File: src/design/cxo_pkg.sv
// Shared types and constants for the AND/XOR cursor overlay.
`default_nettype none

package cxo_pkg;

	// Cursor geometry
	localparam int CURSOR_DIM = 32;
	localparam int DIM_BITS   = $clog2(CURSOR_DIM);

	// Field widths
	localparam int ADDR_W  = 9;
	localparam int COLOR_W = 8;
	localparam int SCR_W   = 11;
	localparam int POS_W   = 12;
	// Offset from window corner: screen position minus signed corner
	localparam int DIFF_W  = POS_W + 1;

	// Image store: AND bytes at even offsets, XOR bytes at odd offsets
	localparam int BANK_AW = ADDR_W - 1;

	// Configuration port
	localparam int CFG_IDX_W  = 3;
	localparam int CFG_DATA_W = POS_W;

	localparam logic [CFG_IDX_W-1:0] CFG_X_POS  = 3'd0;
	localparam logic [CFG_IDX_W-1:0] CFG_Y_POS  = 3'd1;
	localparam logic [CFG_IDX_W-1:0] CFG_FG     = 3'd2;
	localparam logic [CFG_IDX_W-1:0] CFG_BG     = 3'd3;
	localparam logic [CFG_IDX_W-1:0] CFG_ENABLE = 3'd4;

	localparam logic [COLOR_W-1:0] FG_RESET = 8'h00;
	localparam logic [COLOR_W-1:0] BG_RESET = 8'hff;

	// Item kinds
	localparam logic MODE_WRITE = 1'b0;
	localparam logic MODE_PIXEL = 1'b1;

	typedef struct packed {
		logic               mode;
		logic [ADDR_W-1:0]  image_addr;
		logic [COLOR_W-1:0] image_data;
		logic [SCR_W-1:0]   screen_x;
		logic [SCR_W-1:0]   screen_y;
		logic [COLOR_W-1:0] frame_pixel;
	} in_item_t;

	typedef struct packed {
		logic [COLOR_W-1:0] pixel_out;
		logic               cursor_hit;
	} out_item_t;

	// Window test result handed to the pipeline
	typedef struct packed {
		logic               hit;
		logic [BANK_AW-1:0] word_addr;
		logic [2:0]         bit_sel;
	} lookup_t;

endpackage

`default_nettype wire

File: src/design/cxo_bank.sv
// One 256 x 8 bank of the cursor image, single write port, registered read.
`default_nettype none

module cxo_bank
	import cxo_pkg::*;
(
	input  wire logic               clk,
	input  wire logic               we,
	input  wire logic [BANK_AW-1:0] waddr,
	input  wire logic [COLOR_W-1:0] wdata,
	input  wire logic               re,
	input  wire logic [BANK_AW-1:0] raddr,
	output logic      [COLOR_W-1:0] rdata
);

	logic [COLOR_W-1:0] mem [2**BANK_AW];

	// Write port
	always_ff @(posedge clk) begin
		if (we) begin
			mem[waddr] <= wdata;
		end
	end

	// Read port, data held while not enabled
	always_ff @(posedge clk) begin
		if (re) begin
			rdata <= mem[raddr];
		end
	end

endmodule

`default_nettype wire

File: src/design/cxo_window.sv
// Window test and image address for one screen pixel.
`default_nettype none

module cxo_window
	import cxo_pkg::*;
(
	input  wire logic             enable,
	input  wire logic [POS_W-1:0] x_pos,
	input  wire logic [POS_W-1:0] y_pos,
	input  wire logic [SCR_W-1:0] screen_x,
	input  wire logic [SCR_W-1:0] screen_y,
	output lookup_t               lookup
);

	logic [DIFF_W-1:0] dx;
	logic [DIFF_W-1:0] dy;
	logic              in_x;
	logic              in_y;

	// Offsets from the signed window corner
	always_comb begin
		dx = {{(DIFF_W-SCR_W){1'b0}}, screen_x} - {x_pos[POS_W-1], x_pos};
		dy = {{(DIFF_W-SCR_W){1'b0}}, screen_y} - {y_pos[POS_W-1], y_pos};
	end

	// 0 <= d < CURSOR_DIM: all bits above the cursor index are zero
	assign in_x = (dx[DIFF_W-1:DIM_BITS] == '0);
	assign in_y = (dy[DIFF_W-1:DIM_BITS] == '0);

	// Row r, group g: word r*8 + g[1]*4 + g[0]; bit 7 is the leftmost pixel
	always_comb begin
		lookup.hit       = enable & in_x & in_y;
		lookup.word_addr = {dy[DIM_BITS-1:0], dx[4], 1'b0, dx[3]};
		lookup.bit_sel   = ~dx[2:0];
	end

endmodule

`default_nettype wire

File: src/design/cursor_and_xor_overlay.sv
// Top level: 32x32 AND/XOR cursor overlay on a pixel stream.
// Pipeline: window test and image read in stage 1, colour selection into the
// output register in stage 2. Throughput: one item per cycle while the output
// is not stalled; image writes retire on transfer, no result.
// Reset clears the pipeline valids and sets the registers to their reset values;
// the image store is not cleared and reads as undefined until written.
`default_nettype none

module cursor_and_xor_overlay
	import cxo_pkg::*;
(
	input  wire logic                  clk,
	input  wire logic                  arst_n,
	input  wire logic                  in_valid,
	output logic                       in_ready,
	input  wire in_item_t              in_data,
	output logic                       out_valid,
	input  wire logic                  out_ready,
	output out_item_t                  out_data,
	input  wire logic                  cfg_we,
	input  wire logic [CFG_IDX_W-1:0]  cfg_index,
	input  wire logic [CFG_DATA_W-1:0] cfg_data
);

	logic [POS_W-1:0]   x_pos_q;
	logic [POS_W-1:0]   y_pos_q;
	logic [COLOR_W-1:0] fg_q;
	logic [COLOR_W-1:0] bg_q;
	logic               enable_q;

	logic               in_xfer;
	logic               adv_s1;
	logic               load_s2;
	lookup_t            lookup;

	logic               valid_s1;
	logic               hit_s1;
	logic [2:0]         bit_s1;
	logic [COLOR_W-1:0] pix_s1;
	logic [COLOR_W-1:0] and_s1;
	logic [COLOR_W-1:0] xor_s1;

	logic               out_valid_q;
	out_item_t          out_q;
	logic [COLOR_W-1:0] colour;
	logic               and_bit;
	logic               xor_bit;

	// Configuration registers
	always_ff @(posedge clk or negedge arst_n) begin
		if (!arst_n) begin
			x_pos_q  <= '0;
			y_pos_q  <= '0;
			fg_q     <= FG_RESET;
			bg_q     <= BG_RESET;
			enable_q <= 1'b0;
		end else if (cfg_we) begin
			unique case (cfg_index)
				CFG_X_POS:  x_pos_q  <= cfg_data;
				CFG_Y_POS:  y_pos_q  <= cfg_data;
				CFG_FG:     fg_q     <= cfg_data[COLOR_W-1:0];
				CFG_BG:     bg_q     <= cfg_data[COLOR_W-1:0];
				CFG_ENABLE: enable_q <= cfg_data[0];
				default:    ;
			endcase
		end
	end

	// Flow control
	assign load_s2  = !out_valid_q || out_ready;
	assign adv_s1   = !valid_s1 || load_s2;
	assign in_ready = adv_s1;
	assign in_xfer  = in_valid && in_ready;

	cxo_window u_window (
		.enable   (enable_q),
		.x_pos    (x_pos_q),
		.y_pos    (y_pos_q),
		.screen_x (in_data.screen_x),
		.screen_y (in_data.screen_y),
		.lookup   (lookup)
	);

	// AND plane (even offsets) and XOR plane (odd offsets)
	cxo_bank u_and_bank (
		.clk   (clk),
		.we    (in_xfer && in_data.mode == MODE_WRITE && !in_data.image_addr[0]),
		.waddr (in_data.image_addr[ADDR_W-1:1]),
		.wdata (in_data.image_data),
		.re    (adv_s1),
		.raddr (lookup.word_addr),
		.rdata (and_s1)
	);

	cxo_bank u_xor_bank (
		.clk   (clk),
		.we    (in_xfer && in_data.mode == MODE_WRITE && in_data.image_addr[0]),
		.waddr (in_data.image_addr[ADDR_W-1:1]),
		.wdata (in_data.image_data),
		.re    (adv_s1),
		.raddr (lookup.word_addr),
		.rdata (xor_s1)
	);

	// Stage 1: only pixel items carry on
	always_ff @(posedge clk or negedge arst_n) begin
		if (!arst_n) begin
			valid_s1 <= 1'b0;
		end else if (adv_s1) begin
			valid_s1 <= in_xfer && in_data.mode == MODE_PIXEL;
		end
	end

	always_ff @(posedge clk) begin
		if (adv_s1) begin
			hit_s1 <= lookup.hit;
			bit_s1 <= lookup.bit_sel;
			pix_s1 <= in_data.frame_pixel;
		end
	end

	// Colour selection from the AND/XOR pair
	assign and_bit = and_s1[bit_s1];
	assign xor_bit = xor_s1[bit_s1];

	always_comb begin
		if (!hit_s1) begin
			colour = pix_s1;
		end else if (!and_bit) begin
			colour = xor_bit ? bg_q : fg_q;
		end else begin
			colour = xor_bit ? ~pix_s1 : pix_s1;
		end
	end

	// Stage 2: output register
	always_ff @(posedge clk or negedge arst_n) begin
		if (!arst_n) begin
			out_valid_q <= 1'b0;
		end else if (load_s2) begin
			out_valid_q <= valid_s1;
		end
	end

	always_ff @(posedge clk) begin
		if (load_s2 && valid_s1) begin
			out_q.pixel_out  <= colour;
			out_q.cursor_hit <= hit_s1;
		end
	end

	assign out_valid = out_valid_q;
	assign out_data  = out_q;

endmodule

`default_nettype wire

File: config.mk
export PLATFORM = sky130hd
export DESIGN_NAME = cursor_and_xor_overlay
export DESIGN_NICKNAME = d
export VERILOG_FILES = /design/src/design/cxo_pkg.sv /design/src/design/cxo_bank.sv /design/src/design/cxo_window.sv /design/src/design/cursor_and_xor_overlay.sv
export SDC_FILE = /design/constraint.sdc
export NUM_CORES = 2
export LEC_CHECK = 0
export BUFFER_PORTS_ARGS = -buffer_cell sky130_fd_sc_hd__buf_4
export CELL_PAD_IN_SITES_DETAIL_PLACEMENT = 1
export CELL_PAD_IN_SITES_GLOBAL_PLACEMENT = 2
export CORE_MARGIN = 1
export CORE_UTILIZATION = 50
export CTS_BUF_LIST = sky130_fd_sc_hd__clkbuf_8
export DETAILED_ROUTE_END_ITERATION = 12
export GPL_TIMING_DRIVEN = 1
export PLACE_DENSITY = 0.81
export SLEW_MARGIN = 20
export SYNTH_ARGS = -nofsm -noshare
export SYNTH_HDL_FRONTEND = slang
export SYNTH_SLANG_ARGS = --single-unit
File: constraint.sdc
create_clock -name clk -period 4.7 [get_ports clk]
set_clock_uncertainty 0.2 [all_clocks]
set_input_delay 0.94 -clock clk [delete_from_list [all_inputs] [get_ports clk]]
set_output_delay 0.94 -clock clk [all_outputs]
set_load 0.05 [all_outputs]
Word level (Yosys, flattened, before mapping)
Memory sizes are Yosys's and may differ from the RTL's. A register that Yosys moved wholly into a read port is not among the register bits.
Cells that the tools add are included.
- register bits: 64
- bits in latches: 0
- bits in writable memories: 4096
- memory bits (read-only): 0
- input port bits: 68
- word-level logic and storage cells: 57
- memories kept: 2
- memories (name ; depth ; width ; rd ports ; clocked after memory_dff ; write ports ; line ; source):
    u_and_bank.mem ; 256 ; 8 ; 1 ; 1 ; 1 ; cxo_bank.sv:16 ; logic [COLOR_W-1:0] mem [2**BANK_AW];
    u_xor_bank.mem ; 256 ; 8 ; 1 ; 1 ; 1 ; cxo_bank.sv:16 ;
- $add $sub $neg: 2
- multiply operators: 0
- div/mod/pow operators: 0
- magnitude comparators: 1
- equality and inequality tests: 4
- shift-type cells: 0
- multiplexer cells: 12
- bitwise operators: 5
- reduce and logical (&&, ||, !) cells: 19
- operator list (cell ; number):
    $mux W8 ; 4
    $sub A12 B12 Y13 ; 2
    $logic_not A8 Y1 ; 2
    $reduce_and A2 Y1 ; 5
    $not A8 Y8 ; 1
    $bmux W1 S3 ; 2
    $eq A3 B2 Y1 const B ; 2
    $logic_and A1 B1 Y1 ; 6
    $mux W1 ; 6
    $lt A3 B4 Y1 const B ; 1
    $eq A3 B1 Y1 const B ; 1
    $eq A3 B3 Y1 const B ; 1
    $logic_not A1 Y1 ; 3
    $logic_not A3 Y1 ; 1
    $not A3 Y3 ; 1
    $and A1 B1 Y1 ; 2
    $logic_or A1 B1 Y1 ; 2
    $not A1 Y1 ; 1

Longest topological paths before layout
- depth in word-level cells: 8
- gate-level depth with buffers: 18
- gate-level depth less buffers: 12

Modules after synthesis
From an unflattened synthesis, not the netlist that was laid out.
- cell total of the unflattened synthesis: 7827
- area total of the unflattened synthesis: 163277.8 µm²
- by module, submodules not included (module ; times used ; cells each ; area an instance (µm²)):
    cxo_bank ; 2 ; 3733 ; 79636.4
    cursor_and_xor_overlay ; 1 ; 179 ; 2702.6
    cxo_window ; 1 ; 182 ; 1302.5

Worst setup path before layout
OpenSTA, ideal clock, no wires.
- path type: in2reg
- start point: input in_data[19] (netlist name)
- end point: register u_and_bank.rdata[4], read port of u_and_bank.mem (data pin)
- library setup time: 0.272 ns
- arrival time: 4.027 ns
- data required time: 4.228 ns
- path slack: 0.202 ns
- stages on the path: 13
- cells stage by stage: inv_1 ha_1 fa_1 nand2b_1 a21oi_4 xor2_4 buf_6 buf_2 buf_2 mux4_2 a211oi_1 a31oi_1 or4_1
- longest elaborated chain between the ends: 1
- RTL lines (element ; line ; source):
    from (decl) ; cursor_and_xor_overlay.sv:16 ; input wire in_item_t in_data,
    $sub A12 B12 Y13 ; cxo_window.sv:22 ; dx = {{(DIFF_W-SCR_W){1'b0}}, screen_x} - {x_pos[POS_W-1], x_pos};
    to (decl) ; cxo_bank.sv:13 ; output logic [COLOR_W-1:0] rdata
Every way passes these cells.
A chain may end at the register's enable or synchronous reset.

Worst setup path after layout
- start point: register x_pos_q[0]
- end point: register u_and_bank.rdata[6], read port of u_and_bank.mem (data pin)
- longest elaborated chain between the ends: 1
- RTL lines (element ; line ; source):
    from (decl) ; cursor_and_xor_overlay.sv:25 ; logic [POS_W-1:0] x_pos_q;
    from (signal assigned) ; cursor_and_xor_overlay.sv:59 ; CFG_X_POS: x_pos_q <= cfg_data;
    $sub A12 B12 Y13 ; cxo_window.sv:22 ;
Every way passes these cells.

==> results.md <==
Status:
- The run finished with clean final reports.

Floorplan:
- The die extent in y is around 400 um.
- The floorplan die area is between 150,000 and 200,000 um2.
- The floorplan step defined a core boundary enclosing around 170,000 um2.
- The effective utilization at floorplan is 0.505.
- The floorplan has about 150 rows.
- The horizontal extent of the die is slightly above 400 um.
- In this run the count of I/O pins placed on the die edge is 79.

Synth:
- The number of enable flip-flop cells after synthesis is about 2,100.
- The count of synthesis-stage warnings from yosys is 0.
- The post-synthesis net count is 4,913.
- The synthesized netlist occupies a cell area of approximately 84,000 um2.
- The commonest register cell after synthesis is sky130_fd_sc_hd__edfxtp_1.
- The sequential fraction of the synthesis area is 0.762.
- In this run, synthesis produced a sequential element count of between 2,000 and 2,500.
- The average size of a mapped cell is 17.3 um2.
- The instance count of the mapped netlist is about 4,800.
- The post-synthesis cell type count is 74.
- The post-synthesis async set-or-reset flop share is 0.0202.

Timing:
- Of the available clock period, the critical path in the final layout requires 0.991.
- The worst path needs around 4.7 ns of the cycle, external delays included.
- Setup repair after global routing left no endpoint under its margin.
- The worst-margin pin slew is roughly 1.2 ns.
- The final hold violation count is 0.
- The worst path setup slack after routing is between 0.04 and 0.05 ns.
- Setup violations remaining at the end of the flow were counted as 0.
- The normalized max-slew margin is 0.222.
- The achievable frequency is around 210 MHz.
- Across all hold checks on the routed design, the worst slack comes to 0.102 ns.
- The total count of max-transition violations in the final report was 0.

Clock tree:
- After clock tree synthesis, the clock-pin slew on the worst setup and hold paths is about 0.060 ns.
- The clock tree from TritonCTS is done.
- The clock net sink count is roughly 2,100.
- The insertion delay of the later-clocked pin in the worst-skew pair is between 1 and 1.5 ns.
- The maximum count of clock buffers along a single path is 4.
- The number of buffers inserted during clock tree synthesis is roughly 360.
- The tree is rooted in a sky130_fd_sc_hd__clkbuf_8.
- The H-tree was split into 5 levels.

Power and ir drop:
- For this design the ratio of total power to cell area is approximately 540 nW/um2.
- Of the total power, the clock network draws 0.275.
- The share of total power dissipated in combinational logic is 0.328.
- The switching share of power is 0.334.
- The worst-case vdd ir drop is between 0.3 and 0.4 mV.
- The leakage component of the power is about 0.034 uW.
- Of the total power, registers draw 0.397.
- Internal power comes to between 30,000 and 40,000 uW.
- Summed over all nets, the switching power comes to 17,900 uW.

GRT:
- The number of global-route vias before repair is approximately 53,000.
- The number of antenna violations at the first check in global routing is 10.
- The wire length of the first global-routing pass is 383,000 um.
- The total congestion overflow is 0.
- The global-route total usage across every layer is 0.321.
- The largest net degree at the start of global routing is ~150.

Setup path:
- At the worst endpoint, the required time is 5.30 ns.
- STA puts the critical path data arrival time at around 5.3 ns.
- The largest driver fanout on the critical path is 30.
- By startpoint and endpoint, the worst setup path is classified as reg -> reg.
- The worst register-to-register path begins at x_pos_q[0].
- The sort of element at the start of the critical path is a register.
- In this run the worst setup path begins at x_pos_q[0].
- The critical path endpoint category is a register.

Worst hold path:
- The type of the tightest min-delay check is in -> reg.
- The source of the worst hold timing path is cfg_we.

Routing:
- For this run, the detailed router's first-pass iteration total came to 5.
- The detailed-route via count is between 50,000 and 60,000.
- For this run, design rule violations remaining after detail routing come to 0.
- The average via count per standard cell is between 6 and 7.
- Wires add up to ~270,000 um.
- In the final routed layout, each cell accounts on average for between 30 and 40 um.
- The detailed router's first-iteration violation count is between 7,000 and 8,000.
- The remaining antenna violation count is 0.

Final layout:
- The library cell used most frequently in the layout, excluding fill and tap cells, is sky130_fd_sc_hd__edfxtp_1.
- The area added between synthesis and finish is 17.5%.
- Once layout is complete, the utilization of the core stands at 0.594.
- Summing all non-filler instances in the final layout gives an area of just under 100,000 um2.
- The top cell types in the final layout, fill and taps aside, are sky130_fd_sc_hd__edfxtp_1 (2,085), sky130_fd_sc_hd__buf_4 (674), sky130_fd_sc_hd__nand2_1 (629), sky130_fd_sc_hd__clkbuf_8 (373), sky130_fd_sc_hd__nor2_1 (328).
- In the final layout, the share of cells above drive strength 1 is 0.256.
- The post-layout net count is just under 6,000.
- For this run, the number of standard cells in the final layout without fillers is 8,153.

Placed design:
- Routability-driven placement finished with a final weighted congestion of approximately 0.91.
- Once placement completed, the tool counted placed cells totaling 7,521.
- The count of buffers added on input and output ports is 78.
- The pre-CTS setup slack is -0.816 ns.
- The cell area after placement is around 92,000 um2.
- The HPWL reported at the end of detailed placement is 180,000 um.

Flow run:
- Across the run, the number of max-cap violations was 0.
critical path: stages, from the launching register on:
cell and delay, ns:
sky130_fd_sc_hd__dfrtp_1 0.38, sky130_fd_sc_hd__ha_1 0.21, sky130_fd_sc_hd__fa_1 0.38, sky130_fd_sc_hd__nand2b_1 0.19
sky130_fd_sc_hd__a21oi_4 0.30, sky130_fd_sc_hd__xor2_4 0.22, sky130_fd_sc_hd__buf_12 0.21, sky130_fd_sc_hd__buf_12 0.23
sky130_fd_sc_hd__mux4_2 0.33, sky130_fd_sc_hd__a22oi_1 0.34, sky130_fd_sc_hd__and4_1 0.46, sky130_fd_sc_hd__nand4_1 0.37
sky130_fd_sc_hd__or4_1 0.56
path summary, 6_finish.rpt:
path | to | slack (ns) | cells past startpoint
max reg2reg | u_and_bank.rdata[6] | 0.04 | 12
min reg2reg | out_valid | 0.30 | 1
max in group asynchronous | x_pos_q[8] | 3.64 | 2
min | enable_q | 0.10 | 3
max | u_and_bank.rdata[6] | 0.04 | 12
min in group asynchronous | valid_s1 | 0.23 | 2
sequential cells by signal, summed over array words and instances (netlist names), 8 cells and up:
register,count
bg_q,8
x_pos_q,12
pix_s1,8
u_and_bank.mem,1024
u_xor_bank.rdata,8
fg_q,8
y_pos_q,12
u_and_bank.rdata,8
out_data,9
u_xor_bank.mem,1024
cells by family (layout without fill, tap and decap cells):
logic type      Yosys count  count (layout)  share of synthesized area
fa+ha+maj                24              24                    0.00377
xor+xnor                 15              15                    0.00211
flops                  2128            2128                      0.762
simple gates           1324            1324                     0.0675
mux                     491             491                      0.102
compound gates          553             553                     0.0440
buf+inv                 286            1424                     0.0184
other cells               0               5                          0
what timing repair did:
item	4_1_cts	5_1_grt
cloned	0	0
buffers inserted	0	2
endpoints found under the hold margin	93	0
pin swaps	0	3
hold buffers	25	0
endpoints found under the setup margin	2	6
resized for setup	2	10
Yosys cell counts (19+ instances only):
master                     number  area (um2)
sky130_fd_sc_hd__edfxtp_1    2085       62600
sky130_fd_sc_hd__nand2_1      629        2360
sky130_fd_sc_hd__nor2_1       336        1260
sky130_fd_sc_hd__mux4_2       283        6370
sky130_fd_sc_hd__nand3_1      195         976
sky130_fd_sc_hd__mux2i_1      186        1860
sky130_fd_sc_hd__a21oi_1      113         566
sky130_fd_sc_hd__a22oi_1      100         751
sky130_fd_sc_hd__clkbuf_1      98         368
sky130_fd_sc_hd__o22ai_1       85         532
sky130_fd_sc_hd__buf_2         71         355
sky130_fd_sc_hd__a31oi_1       58         363
sky130_fd_sc_hd__o21ai_0       58         290
sky130_fd_sc_hd__nand4_1       45         282
sky130_fd_sc_hd__buf_4         43         323
sky130_fd_sc_hd__inv_1         36         135
sky130_fd_sc_hd__dfrtp_1       35         876
sky130_fd_sc_hd__nor3_1        27         135
sky130_fd_sc_hd__ha_1          22         275
sky130_fd_sc_hd__a221oi_1      21         184
sky130_fd_sc_hd__mux2_2        21         236
sky130_fd_sc_hd__buf_6         20         225
sky130_fd_sc_hd__a211oi_1      19         143
stage by stage:
stage / TNS [ns] / total power [uW]
3_3_place_gp: -7.87 / 38300
3_5_place_dp: -8.32 / 38700
5_1_grt: 0 / 54900
6_report: 0 / 53500
2_1_floorplan: 0 / 30700
4_1_cts: 0 / 53300
metal layers:
layer	wire length, um	track usage	vias up
li1	-	-	20900
met1	106000	0.453	26800
met2	124000	0.488	3248
met3	29400	0.0653	539
met4	12000	0.137	2
met5	13	0	-
area by class of cell:
class                   count  area (um2)
multi-input cells        2407       18400
clock inverters           235        1060
clock buffers             365        5020
well taps                2189        2740
inverters                  36         135
flip-flops and latches   2128       63700
repair buffers            788        7060
diodes                      5        12.5
fillers                 14900       67200
power groups by stage:
stage	registers, uW	logic [uW]	clock network, uW
6_report	21200	17500	14700
5_1_grt	21200	18100	15600
4_1_cts	21200	17200	14900
3_5_place_dp	21600	17100	0
3_3_place_gp	21600	16700	0
2_1_floorplan	21600	9110	0
Power figures use the tool's default switching activity.
